[src/hw/rtl/crc16_packet_framer_unit_assert.svh]
// Assertion macros for the packet framer.
`ifndef CRC16_PACKET_FRAMER_UNIT_ASSERT_SVH
`define CRC16_PACKET_FRAMER_UNIT_ASSERT_SVH

// Same-cycle implication, sampled on clk, off during rst.
`define CPF_ASSERT_NOW(lbl, ante, cons, msg) \
  lbl: assert property (@(posedge clk) disable iff (rst) (ante) |-> (cons)) else $error(msg);

// Next-cycle implication, sampled on clk, off during rst.
`define CPF_ASSERT_NEXT(lbl, ante, cons, msg) \
  lbl: assert property (@(posedge clk) disable iff (rst) (ante) |=> (cons)) else $error(msg);

`endif

[src/hw/rtl/cpf_pkg.sv]
`timescale 1ns / 1ps

package cpf_pkg;

  localparam logic [7:0]  START_BYTE = 8'h02;
  localparam logic [15:0] CRC_POLY   = 16'h1021;
  localparam logic [15:0] CRC_MSB    = 16'h8000;

  // Byte positions inside one item's output sequence
  localparam logic [2:0] POS_START  = 3'd0;
  localparam logic [2:0] POS_SEQ_HI = 3'd1;
  localparam logic [2:0] POS_SEQ_LO = 3'd2;
  localparam logic [2:0] POS_DATA   = 3'd3;
  localparam logic [2:0] POS_CRC_HI = 3'd4;
  localparam logic [2:0] POS_CRC_LO = 3'd5;

  // Wait after a sequence change until the header CRC is valid
  localparam logic [1:0] HDR_WAIT = 2'd2;

  // Everything needed to emit the bytes caused by one input word
  typedef struct packed {
    logic        first;
    logic        eop;
    logic [15:0] seq;
    logic [7:0]  data;
    logic [15:0] crc;
  } cpf_rec_t;

  // Framer state seen by the top level
  typedef struct packed {
    logic in_pkt;
    logic hdr_ready;
  } cpf_stat_t;

  // One bytewise CRC-16/XMODEM step, MSB first
  function automatic logic [15:0] crc_feed(input logic [15:0] crc, input logic [7:0] b);
    logic [15:0] c;
    c = crc ^ {b, 8'h00};
    for (int k = 0; k < 8; k++) begin
      if ((c & CRC_MSB) != 16'h0000) begin
        c = {c[14:0], 1'b0} ^ CRC_POLY;
      end else begin
        c = {c[14:0], 1'b0};
      end
    end
    return c;
  endfunction

endpackage

[src/hw/rtl/cpf_step.sv]
`timescale 1ns / 1ps

module cpf_step (
  input  logic              clk,
  input  logic              rst,
  input  logic              take,
  input  logic [7:0]        data,
  input  logic              eop,
  output cpf_pkg::cpf_rec_t rec,
  output cpf_pkg::cpf_stat_t stat
);
  import cpf_pkg::*;

  logic [15:0] seq;
  logic [15:0] crc;
  logic        in_pkt;
  logic [1:0]  hdr_wait;
  logic [15:0] hdr_mid;
  logic [7:0]  seq_lo_d;
  logic [15:0] hdr_crc;
  logic [15:0] crc_base;
  logic [15:0] crc_next;

  // Fold this word into the open packet, or into the header CRC on a first word
  assign crc_base = in_pkt ? crc : hdr_crc;
  assign crc_next = crc_feed(crc_base, data);

  assign rec.first = !in_pkt;
  assign rec.eop   = eop;
  assign rec.seq   = seq;
  assign rec.data  = data;
  assign rec.crc   = crc_next;

  assign stat.in_pkt    = in_pkt;
  assign stat.hdr_ready = in_pkt || (hdr_wait == 2'd0);

  // Advance packet state on each taken word; count down the header wait otherwise
  always_ff @(posedge clk) begin
    if (rst) begin
      seq      <= 16'h0000;
      crc      <= 16'h0000;
      in_pkt   <= 1'b0;
      hdr_wait <= HDR_WAIT;
    end else begin
      if (take) begin
        if (eop) begin
          seq      <= seq + 16'h0001;
          crc      <= 16'h0000;
          in_pkt   <= 1'b0;
          hdr_wait <= HDR_WAIT;
        end else begin
          crc    <= crc_next;
          in_pkt <= 1'b1;
        end
      end else if (hdr_wait != 2'd0) begin
        hdr_wait <= hdr_wait - 2'd1;
      end
    end
  end

  // Recompute the header CRC of the current sequence number in two steps
  always_ff @(posedge clk) begin
    hdr_mid  <= crc_feed(16'h0000, seq[15:8]);
    seq_lo_d <= seq[7:0];
    hdr_crc  <= crc_feed(hdr_mid, seq_lo_d);
  end

endmodule

[src/hw/rtl/cpf_emit.sv]
`timescale 1ns / 1ps

module cpf_emit (
  input  logic              clk,
  input  logic              rst,
  input  logic              load,
  input  cpf_pkg::cpf_rec_t rec_in,
  output logic              can_load,
  output logic [7:0]        frame_byte,
  output logic              frame_last,
  output logic              frame_valid,
  input  logic              frame_ready
);
  import cpf_pkg::*;

  cpf_rec_t   rec;
  logic       busy;
  logic [2:0] pos;
  logic       out_free;
  logic       shift;
  logic       at_end;
  logic [7:0] sel_byte;

  assign out_free = !frame_valid || frame_ready;
  assign shift    = busy && out_free;
  assign at_end   = (pos == (rec.eop ? POS_CRC_LO : POS_DATA));
  assign can_load = !busy || (shift && at_end);

  // Pick the byte for the current position
  always_comb begin
    unique case (pos)
      POS_START:  sel_byte = START_BYTE;
      POS_SEQ_HI: sel_byte = rec.seq[15:8];
      POS_SEQ_LO: sel_byte = rec.seq[7:0];
      POS_DATA:   sel_byte = rec.data;
      POS_CRC_HI: sel_byte = rec.crc[15:8];
      POS_CRC_LO: sel_byte = rec.crc[7:0];
      default:    sel_byte = 8'h00;
    endcase
  end

  // Hold the record and walk its positions
  always_ff @(posedge clk) begin
    if (rst) begin
      busy <= 1'b0;
      pos  <= POS_START;
    end else if (load) begin
      busy <= 1'b1;
      pos  <= rec_in.first ? POS_START : POS_DATA;
    end else if (shift && at_end) begin
      busy <= 1'b0;
    end else if (shift) begin
      pos <= pos + 3'd1;
    end
  end

  always_ff @(posedge clk) begin
    if (load) begin
      rec <= rec_in;
    end
  end

  // Output register: drop the word once taken
  always_ff @(posedge clk) begin
    if (rst) begin
      frame_valid <= 1'b0;
    end else if (shift) begin
      frame_valid <= 1'b1;
    end else if (frame_ready) begin
      frame_valid <= 1'b0;
    end
  end

  always_ff @(posedge clk) begin
    if (shift) begin
      frame_byte <= sel_byte;
      frame_last <= (pos == POS_CRC_LO);
    end
  end

endmodule

[src/hw/rtl/crc16_packet_framer_unit.sv]
`timescale 1ns / 1ps
// Channel   Handshake                      Fields
// payload   payload_valid / payload_ready  payload_byte, end_of_packet
// frame     frame_valid / frame_ready      frame_byte, frame_last
//
// One output word per cycle while frame_ready is high. An input word gives 1 to 6
// output words; the next waits in the input register until the last is sent, so
// middle payload words run at 1/cycle. An input word's first output word passes
// the record register, then the output register. After an end-of-packet word the
// next sequence number's header CRC is rebuilt via hdr_mid, then hdr_crc,
// overlapped with the checksum words. rst is synchronous: sequence 0, no open
// packet. A stalled output holds its word while earlier stages keep filling.

module crc16_packet_framer_unit (
  input  logic       clk,
  input  logic       rst,
  input  logic       payload_valid,
  output logic       payload_ready,
  input  logic [7:0] payload_byte,
  input  logic       end_of_packet,
  output logic       frame_valid,
  input  logic       frame_ready,
  output logic [7:0] frame_byte,
  output logic       frame_last
);
  import cpf_pkg::*;

`include "crc16_packet_framer_unit_assert.svh"

  logic      ir_valid;
  logic [7:0] ir_data;
  logic      ir_eop;
  logic      em_can_load;
  logic      move;
  cpf_rec_t  rec;
  cpf_stat_t stat;

  assign move          = ir_valid && em_can_load && stat.hdr_ready;
  assign payload_ready = !ir_valid || move;

  // Input register
  always_ff @(posedge clk) begin
    if (rst) begin
      ir_valid <= 1'b0;
    end else if (payload_ready) begin
      ir_valid <= payload_valid;
    end
  end

  always_ff @(posedge clk) begin
    if (payload_valid && payload_ready) begin
      ir_data <= payload_byte;
      ir_eop  <= end_of_packet;
    end
  end

  cpf_step u_step (
    .clk  (clk),
    .rst  (rst),
    .take (move),
    .data (ir_data),
    .eop  (ir_eop),
    .rec  (rec),
    .stat (stat)
  );

  cpf_emit u_emit (
    .clk         (clk),
    .rst         (rst),
    .load        (move),
    .rec_in      (rec),
    .can_load    (em_can_load),
    .frame_byte  (frame_byte),
    .frame_last  (frame_last),
    .frame_valid (frame_valid),
    .frame_ready (frame_ready)
  );

  // A stalled input word stays in the register
  `CPF_ASSERT_NEXT(a_ir_hold, ir_valid && !payload_ready, ir_valid && $stable({ir_data, ir_eop}), "stalled word lost")

  // An end-of-packet word closes the packet
  `CPF_ASSERT_NEXT(a_eop_close, move && ir_eop, !stat.in_pkt, "packet still open after its last word")

  // Header CRC is being rebuilt right after a packet closes
  `CPF_ASSERT_NEXT(a_hdr_wait, $fell(stat.in_pkt), !stat.hdr_ready, "header CRC ready too early")

endmodule

[config.mk]
export PLATFORM = sky130hd
export DESIGN_NAME = crc16_packet_framer_unit
export DESIGN_NICKNAME = d
export VERILOG_FILES = /design/src/hw/rtl/cpf_pkg.sv /design/src/hw/rtl/cpf_step.sv /design/src/hw/rtl/cpf_emit.sv /design/src/hw/rtl/crc16_packet_framer_unit.sv
export VERILOG_INCLUDE_DIRS = /design/src /design/src/hw/rtl
export SDC_FILE = /design/constraint.sdc
export NUM_CORES = 1
export LEC_CHECK = 0
export ABC_AREA = 1
export BUFFER_PORTS_ARGS = -buffer_cell sky130_fd_sc_hd__buf_4
export CAP_MARGIN = 20
export CELL_PAD_IN_SITES_DETAIL_PLACEMENT = 0
export CELL_PAD_IN_SITES_GLOBAL_PLACEMENT = 1
export CORE_AREA = 2 2 134 110
export CTS_CLUSTER_SIZE = 30
export DETAILED_ROUTE_END_ITERATION = 10
export DIE_AREA = 0 0 136 112
export PLACE_DENSITY_LB_ADDON = 0.25
export RECOVER_POWER = 100
export SLEW_MARGIN = 10
export SYNTH_ARGS = -nofsm -noshare
export SYNTH_HDL_FRONTEND = slang
export SYNTH_SLANG_ARGS = --single-unit
[constraint.sdc]
create_clock -name clk -period 2.1 [get_ports clk]
set_input_delay 0.21 -clock clk [delete_from_list [all_inputs] [get_ports clk]]
set_output_delay 0.21 -clock clk [all_outputs]
set_load 0.05 [all_outputs]
* Word level (Yosys, flattened, before mapping)
Cells that the tools add are included.
** Word-level totals
- Flip-flop bits (word level) :: 140
- Input bits :: 13
- Output and inout bits :: 11
- Word-level logic and storage cells :: 120
** Operators by class
- $add $sub $neg :: 3
- Equality and inequality tests :: 8
- Multiplexer cells :: 40
- Bitwise logic cells :: 26
- Reductions and logical operators :: 22
** Operators by type and width (count)
- 13-bit two-way mux :: 24
- 3-bit NOT :: 24
- 8-bit one-hot mux with 6 select lines :: 1
- 16-bit two-way mux :: 2
- 16-bit XOR :: 2
- 16-bit by 1-bit adder with 16-bit output, second input constant :: 1
- 3-bit two-way mux :: 4
- 2-bit nonzero test :: 5
- 2-bit two-way mux :: 4
- 3-bit by 2-bit == test with 1-bit output, second input constant :: 2
- 3-bit == test, second input constant :: 2
- 2-bit AND reduction :: 3
- 1-bit logical AND :: 5
- 1-bit two-way mux :: 5
- 1-bit logical OR :: 4
- 2-bit inequality test, second input constant :: 2
- 3-bit by 1-bit adder with 3-bit output, second input constant :: 1
- 3-bit by 1-bit == test with 1-bit output, second input constant :: 1
- 3-bit == test :: 1
- 1-bit logical NOT :: 3
- 3-bit logical NOT :: 1
- 2-bit logical NOT :: 1
- 2-bit by 1-bit subtractor with 2-bit output, second input constant :: 1

* Logic depth before layout (Yosys ltp)
- Depth after elaboration :: 19
- Depth in mapped cells :: 13
- Gate-level depth less buffers :: 12

* Modules after synthesis
Synthesis repeated with hierarchy kept, for this count alone.
** Second synthesis, totals
- Cell total of the unflattened synthesis :: 628
- Area, all modules :: 5865.6 um2
** By module, submodules not included
- cpf_step :: times used 1, cells each 456, area each 3420.8 um2, seq. area each 1401.3 um2
- cpf_emit :: times used 1, cells each 154, area each 2113.3 um2, seq. area each 1601.5 um2
- crc16_packet_framer_unit :: times used 1, cells each 18, area each 331.6 um2, seq. area each 290.3 um2

* Worst setup path before layout
Ideal clock, no wire load.
- Kind :: register to register
- From :: register u_emit.frame_valid
- To :: register u_emit.rec[0] (netlist name) (enable)
- Library setup time :: 396 ps
- Arrival time :: 1983 ps
- Data required time :: 1704 ps
- Path slack :: -279 ps
- Cell stages (with the launch flop) :: 8
- Buffers on the path :: 0
- Period minus slack after synthesis :: 2379 ps
- Cell sequence :: dfxtp_1 -> nand2_1 -> nand2_1 -> nor2_2 -> nand2_2 -> nand2_4 -> nand2_8 -> inv_1
** Between the ends
- Word-level cells in the longest chain between the ends :: 7
** RTL lines
- start, declared :: RTL line cpf_emit.sv:11 : output logic frame_valid,
- start signal, assigned :: RTL line cpf_emit.sv:66 : frame_valid <= 1'b0;
- start signal, assigned :: RTL line cpf_emit.sv:68 : frame_valid <= 1'b1;
- start signal, assigned :: RTL line cpf_emit.sv:70 : frame_valid <= 1'b0;
- 1-bit logical NOT :: RTL line cpf_emit.sv:24 : assign out_free = !frame_valid || frame_ready;
- 1-bit logical OR :: RTL line cpf_emit.sv:24
- 1-bit logical AND :: RTL line cpf_emit.sv:25 : assign shift = busy && out_free;
- 1-bit logical AND :: RTL line cpf_emit.sv:27 : assign can_load = !busy || (shift && at_end);
- 1-bit logical OR :: RTL line cpf_emit.sv:27
- 1-bit logical AND (2 in series) :: RTL line crc16_packet_framer_unit.sv:38 : assign move = ir_valid && em_can_load && stat.hdr_ready;
- via move :: RTL line crc16_packet_framer_unit.sv:34 : logic move;
- end signal, assigned :: RTL line cpf_emit.sv:59 : rec <= rec_in;
- end, declared :: RTL line cpf_emit.sv:16 : cpf_rec_t rec;
The timed path passes the listed nets, and every way through them passes these cells.
A chain may end at the register's enable or synchronous reset.

* Final worst setup path
- From :: register u_step.hdr_wait[0]
- To :: output payload_ready
** Between the ends
- Word-level cells in the longest chain between the ends :: 4
** RTL lines
- start, declared :: RTL line cpf_step.sv:17 : logic [1:0] hdr_wait;
- start signal, assigned :: RTL line cpf_step.sv:56 : hdr_wait <= hdr_wait - 2'd1;
- 2-bit logical NOT :: RTL line cpf_step.sv:35 : assign stat.hdr_ready = in_pkt || (hdr_wait == 2'd0);
- 1-bit logical OR :: RTL line cpf_step.sv:35
- 1-bit logical AND :: RTL line crc16_packet_framer_unit.sv:38
- 1-bit logical OR :: RTL line crc16_packet_framer_unit.sv:39 : assign payload_ready = !ir_valid || move;
- end, declared :: RTL line crc16_packet_framer_unit.sv:18 : output logic payload_ready,
Every way passes these cells.

==> impl_metrics.csv <==
group,metric,value,unit
status,outcome,"finished clean",
cts,tritoncts,"built",
yosys,post_synth_top_flop,"sky130_fd_sc_hd__dfxtp_1",
yosys,synth_most_common_cell,"sky130_fd_sc_hd__nand2_1",
grt,number_of_antenna_violations_at_the_first_check_in_global_routing,0,
sta,maxClockFrequency,0.501,GHz
placed_design,gp_congestion,0.832,
routing,avgViaCountPerCell,4.80,
pwr,power.leakage,2.84,nW
yosys,cells_after_synth,637,
cts,h-tree-depth,4,
grt,grt_max_degree,41,
worst_setup_path,critPathKind,"register to primary output",
placed_design,dp.cells,837,
grt,global_route.usage.met3,0.0464,
sta,setup_viol,0,
final_layout,area_delta_synth_final,17.0,%
floorplanning,rows,39,
yosys,synth.net_count,657,
floorplanning,start_util,0.422,
yosys,synth_area_leader_cell,"sky130_fd_sc_hd__edfxtp_1",
worst_setup_path,crit-reg2reg-launch,"u_emit.pos[1]",
routing,drt_first_iter_violations,242,
yosys,synth_sequential_area_ratio,0.560,
worst_setup_path,critical-path-max-stage-delay,300,ps
routing,detail_route.drc_violations,0,
placed_design,dp_hpwl,9810,um
yosys,synth-edff-count,59,
cts,total_cts_buffers,17,
yosys,synth-seq-cells,135,
routing,drt.antenna.violating_nets,0,
sta,rsz0062_at_grt,"false",
sta,final.period_utilization,0.950,
sta,clock-skew-final,6.03,ps
worst_setup_path,critical_path_peak_fanout,10,
grt,first_global_vias,4064,
floorplanning,core,14000,um2
final_layout,drive_gt1_frac,0.124,
cts,clock_latency,420,ps
worst_setup_path,cp_top_family,"buffers and inverters",
floorplanning,die_width,136,um
job,cap_violations,0,
worst_setup_path,worst-endpoint-arrival,1780,ps
placed_design,place.port_buffers,23,
sta,tightest_slew,612,ps
worst_hold_path,min-delay-start,"frame_ready",
final_layout,fin_nets,702,
yosys,synth.avg_cell_area,9.24,um2
worst_setup_path,setup.worst_path.end_class,"primary output",
yosys,synth_warnings,0,
routing,drt_first_pass_iters,6,
sta,finalSetupTns,0,ps
floorplanning,design.portCount,24,
pwr,power.density,1020,nW/um2
routing,wirelength,14000,um
floorplanning,die_y,112,um
worst_setup_path,crit_path_top_delay_cell,"sky130_fd_sc_hd__dfxtp_1",
routing,routed_wire_length_per_instance,15.9,um
sta,worst_slew_margin_rel,0.594,
worst_setup_path,startpoint_type,"register",
worst_hold_path,holdCritPathClass,"input port to register",
grt,overflow,0,
yosys,largest_cells_by_area_after_synthesis,"sky130_fd_sc_hd__edfxtp_1 (30%), sky130_fd_sc_hd__dfxtp_1 (26%), sky130_fd_sc_hd__nand2_1 (15%), sky130_fd_sc_hd__xor2_1 (3.9%), sky130_fd_sc_hd__inv_1 (3.4%)",
routing,vias,4218,
pwr,vdd_ir_drop_max,0.566,mV
grt,met1_usage,0.272,
worst_setup_path,path_cells,"inv_1 -> ha_1 -> o21ai_2 -> bufinv_8 -> nand2_8 -> nand2_1 -> buf_4",
grt,grt_busiest_layer,"met2",
cts,clock_sinks,135,
cts,worst_setup_hold_path_clk_slew,60,ps
grt,track_usage,0.195,
worst_setup_path,startpoint,"u_step.hdr_wait[0]",
yosys,post_syn_area,5890,um2
final_layout,num_antenna_cells,0,
yosys,synth_top_area_frac,0.301,
cts,largest_buffer_count_on_any_clock_path,2,
sta,report.final.hold_viol_count,0,
sta,maxSlewViolCount,0,
worst_setup_path,cp_num_buf_inv,3,
worst_setup_path,cp_data_required_time,1890,ps
final_layout,final_cells,879,
cts,root_buffer,"sky130_fd_sc_hd__clkbuf_16",
yosys,async_reset_ff_frac,0,
floorplanning,design.die.area,15200,um2
grt,first_pass_grt_wire_length,22100,um
sta,finalWorstPathRequiredPeriod,1990,ps
yosys,ys_types,41,
yosys,netlist_top_cells_count,"sky130_fd_sc_hd__nand2_1 (236), sky130_fd_sc_hd__dfxtp_1 (76), sky130_fd_sc_hd__edfxtp_1 (59)",
grt,gr-usage-met2,0.295,
-- what timing repair did --
action	in CTS	in global routing
setup buffers	0	1
hold endpoints to repair	9	0
endpoints found under the setup margin	0	3
hold buffers	9	0
gates resized for setup	0	2
-- tightest hold or removal path, delay by kind of cell --
kind	cells	cell delay [ps]
compound gates	1	60
buf+inv	2	110
simple gates	1	70
-- layer usage --
layer	up-vias	part of all wire
met2	77	0.45
li1	2143	-
met1	1980	0.49
met4	0	0.012
met3	18	0.040
met5	-	0
-- final timing paths --
path | endpoint | slack (ps) | cells past startpoint
hold reg to reg | u_step.hdr_crc[8] | 430 | 1
setup / recovery | payload_ready | 110 | 7
hold / removal | u_emit.frame_valid | 70 | 4
setup reg to reg | ir_data[5] | 190 | 8
-- power breakdown --
| part | leakage, nW | switching, mW | internal [mW] |
|---|---|---|---|
| Combinational | 1.36 | 0.630 | 0.262 |
| Sequential | 1.17 | 0.0904 | 2.97 |
| Clock | 0.306 | 1.13 | 1.94 |
-- cells by family after synthesis --
family | synth area share
fa+ha+maj | 0.0149
simple gates | 0.227
mux | 0.00170
xor+xnor | 0.0640
flops | 0.560
buf+inv | 0.0580
compound gates | 0.0753
-- cell type report --
| class | count | area, um2 |
|---|---|---|
| multi-input cells | 430 | 2230 |
| clock inverters | 9 | 81.3 |
| repair buffers | 39 | 268 |
| well taps | 184 | 230 |
| fillers | 1336 | 7070 |
| inverters | 59 | 239 |
| flip-flops and latches | 135 | 3290 |
| clock buffers | 23 | 543 |
-- metrics by stage --
stage / util / cell area (um2) / total power, mW / setup slack (ps) / hold slack (ps)
2_1_floorplan: - / 5890 / 3.77 / 55.4 / 279
3_3_place_gp: 0.448 / 6250 / 4.01 / 192 / 389
3_5_place_dp: 0.448 / 6250 / 4.03 / 184 / 389
4_1_cts: 0.499 / 6960 / 7.11 / 17.6 / 50.7
5_1_grt: 0.493 / 6890 / 7.29 / 17.5 / 86.4
6_report: 0.493 / 6890 / 7.02 / 106 / 69.1
-- cell usage in the layout (no fill, tap or decap), types with 2 or more instances in the layout --
master                          instances
sky130_fd_sc_hd__a21oi_1               22
sky130_fd_sc_hd__a21oi_2                9
sky130_fd_sc_hd__a221oi_1               3
sky130_fd_sc_hd__a22o_1                 8
sky130_fd_sc_hd__buf_4                  7
sky130_fd_sc_hd__clkbuf_1              14
sky130_fd_sc_hd__clkbuf_16             21
sky130_fd_sc_hd__clkbuf_4               8
sky130_fd_sc_hd__clkinv_2               3
sky130_fd_sc_hd__clkinvlp_4             2
sky130_fd_sc_hd__dfxtp_1               75
sky130_fd_sc_hd__dlygate4sd3_1          9
sky130_fd_sc_hd__edfxtp_1              59
sky130_fd_sc_hd__ha_1                   7
sky130_fd_sc_hd__inv_1                 53
sky130_fd_sc_hd__inv_2                  2
sky130_fd_sc_hd__inv_4                  3
sky130_fd_sc_hd__nand2_1              240
sky130_fd_sc_hd__nand2_2               10
sky130_fd_sc_hd__nand2_4                2
sky130_fd_sc_hd__nand3_1               19
sky130_fd_sc_hd__nand3b_1               3
sky130_fd_sc_hd__nand4_1                6
sky130_fd_sc_hd__nor2_1                21
sky130_fd_sc_hd__o21ai_0               19
sky130_fd_sc_hd__o21ai_1                3
sky130_fd_sc_hd__o21ai_2                4
sky130_fd_sc_hd__xnor2_1               17
sky130_fd_sc_hd__xor2_1                26
-- state kept, by name, summed over array words and instances (netlist names), 2 cells and up --
| register | cells |
|---|---|
| u_step.hdr_wait | 2 |
| u_step.hdr_crc | 16 |
| u_step.crc | 16 |
| u_step.hdr_mid | 11 |
| u_emit.frame_byte | 8 |
| u_emit.pos | 3 |
| ir_data | 8 |
| u_step.seq | 16 |
| u_emit.rec | 41 |
| u_step.seq_lo_d | 8 |
Power figures use the tool's default switching activity.
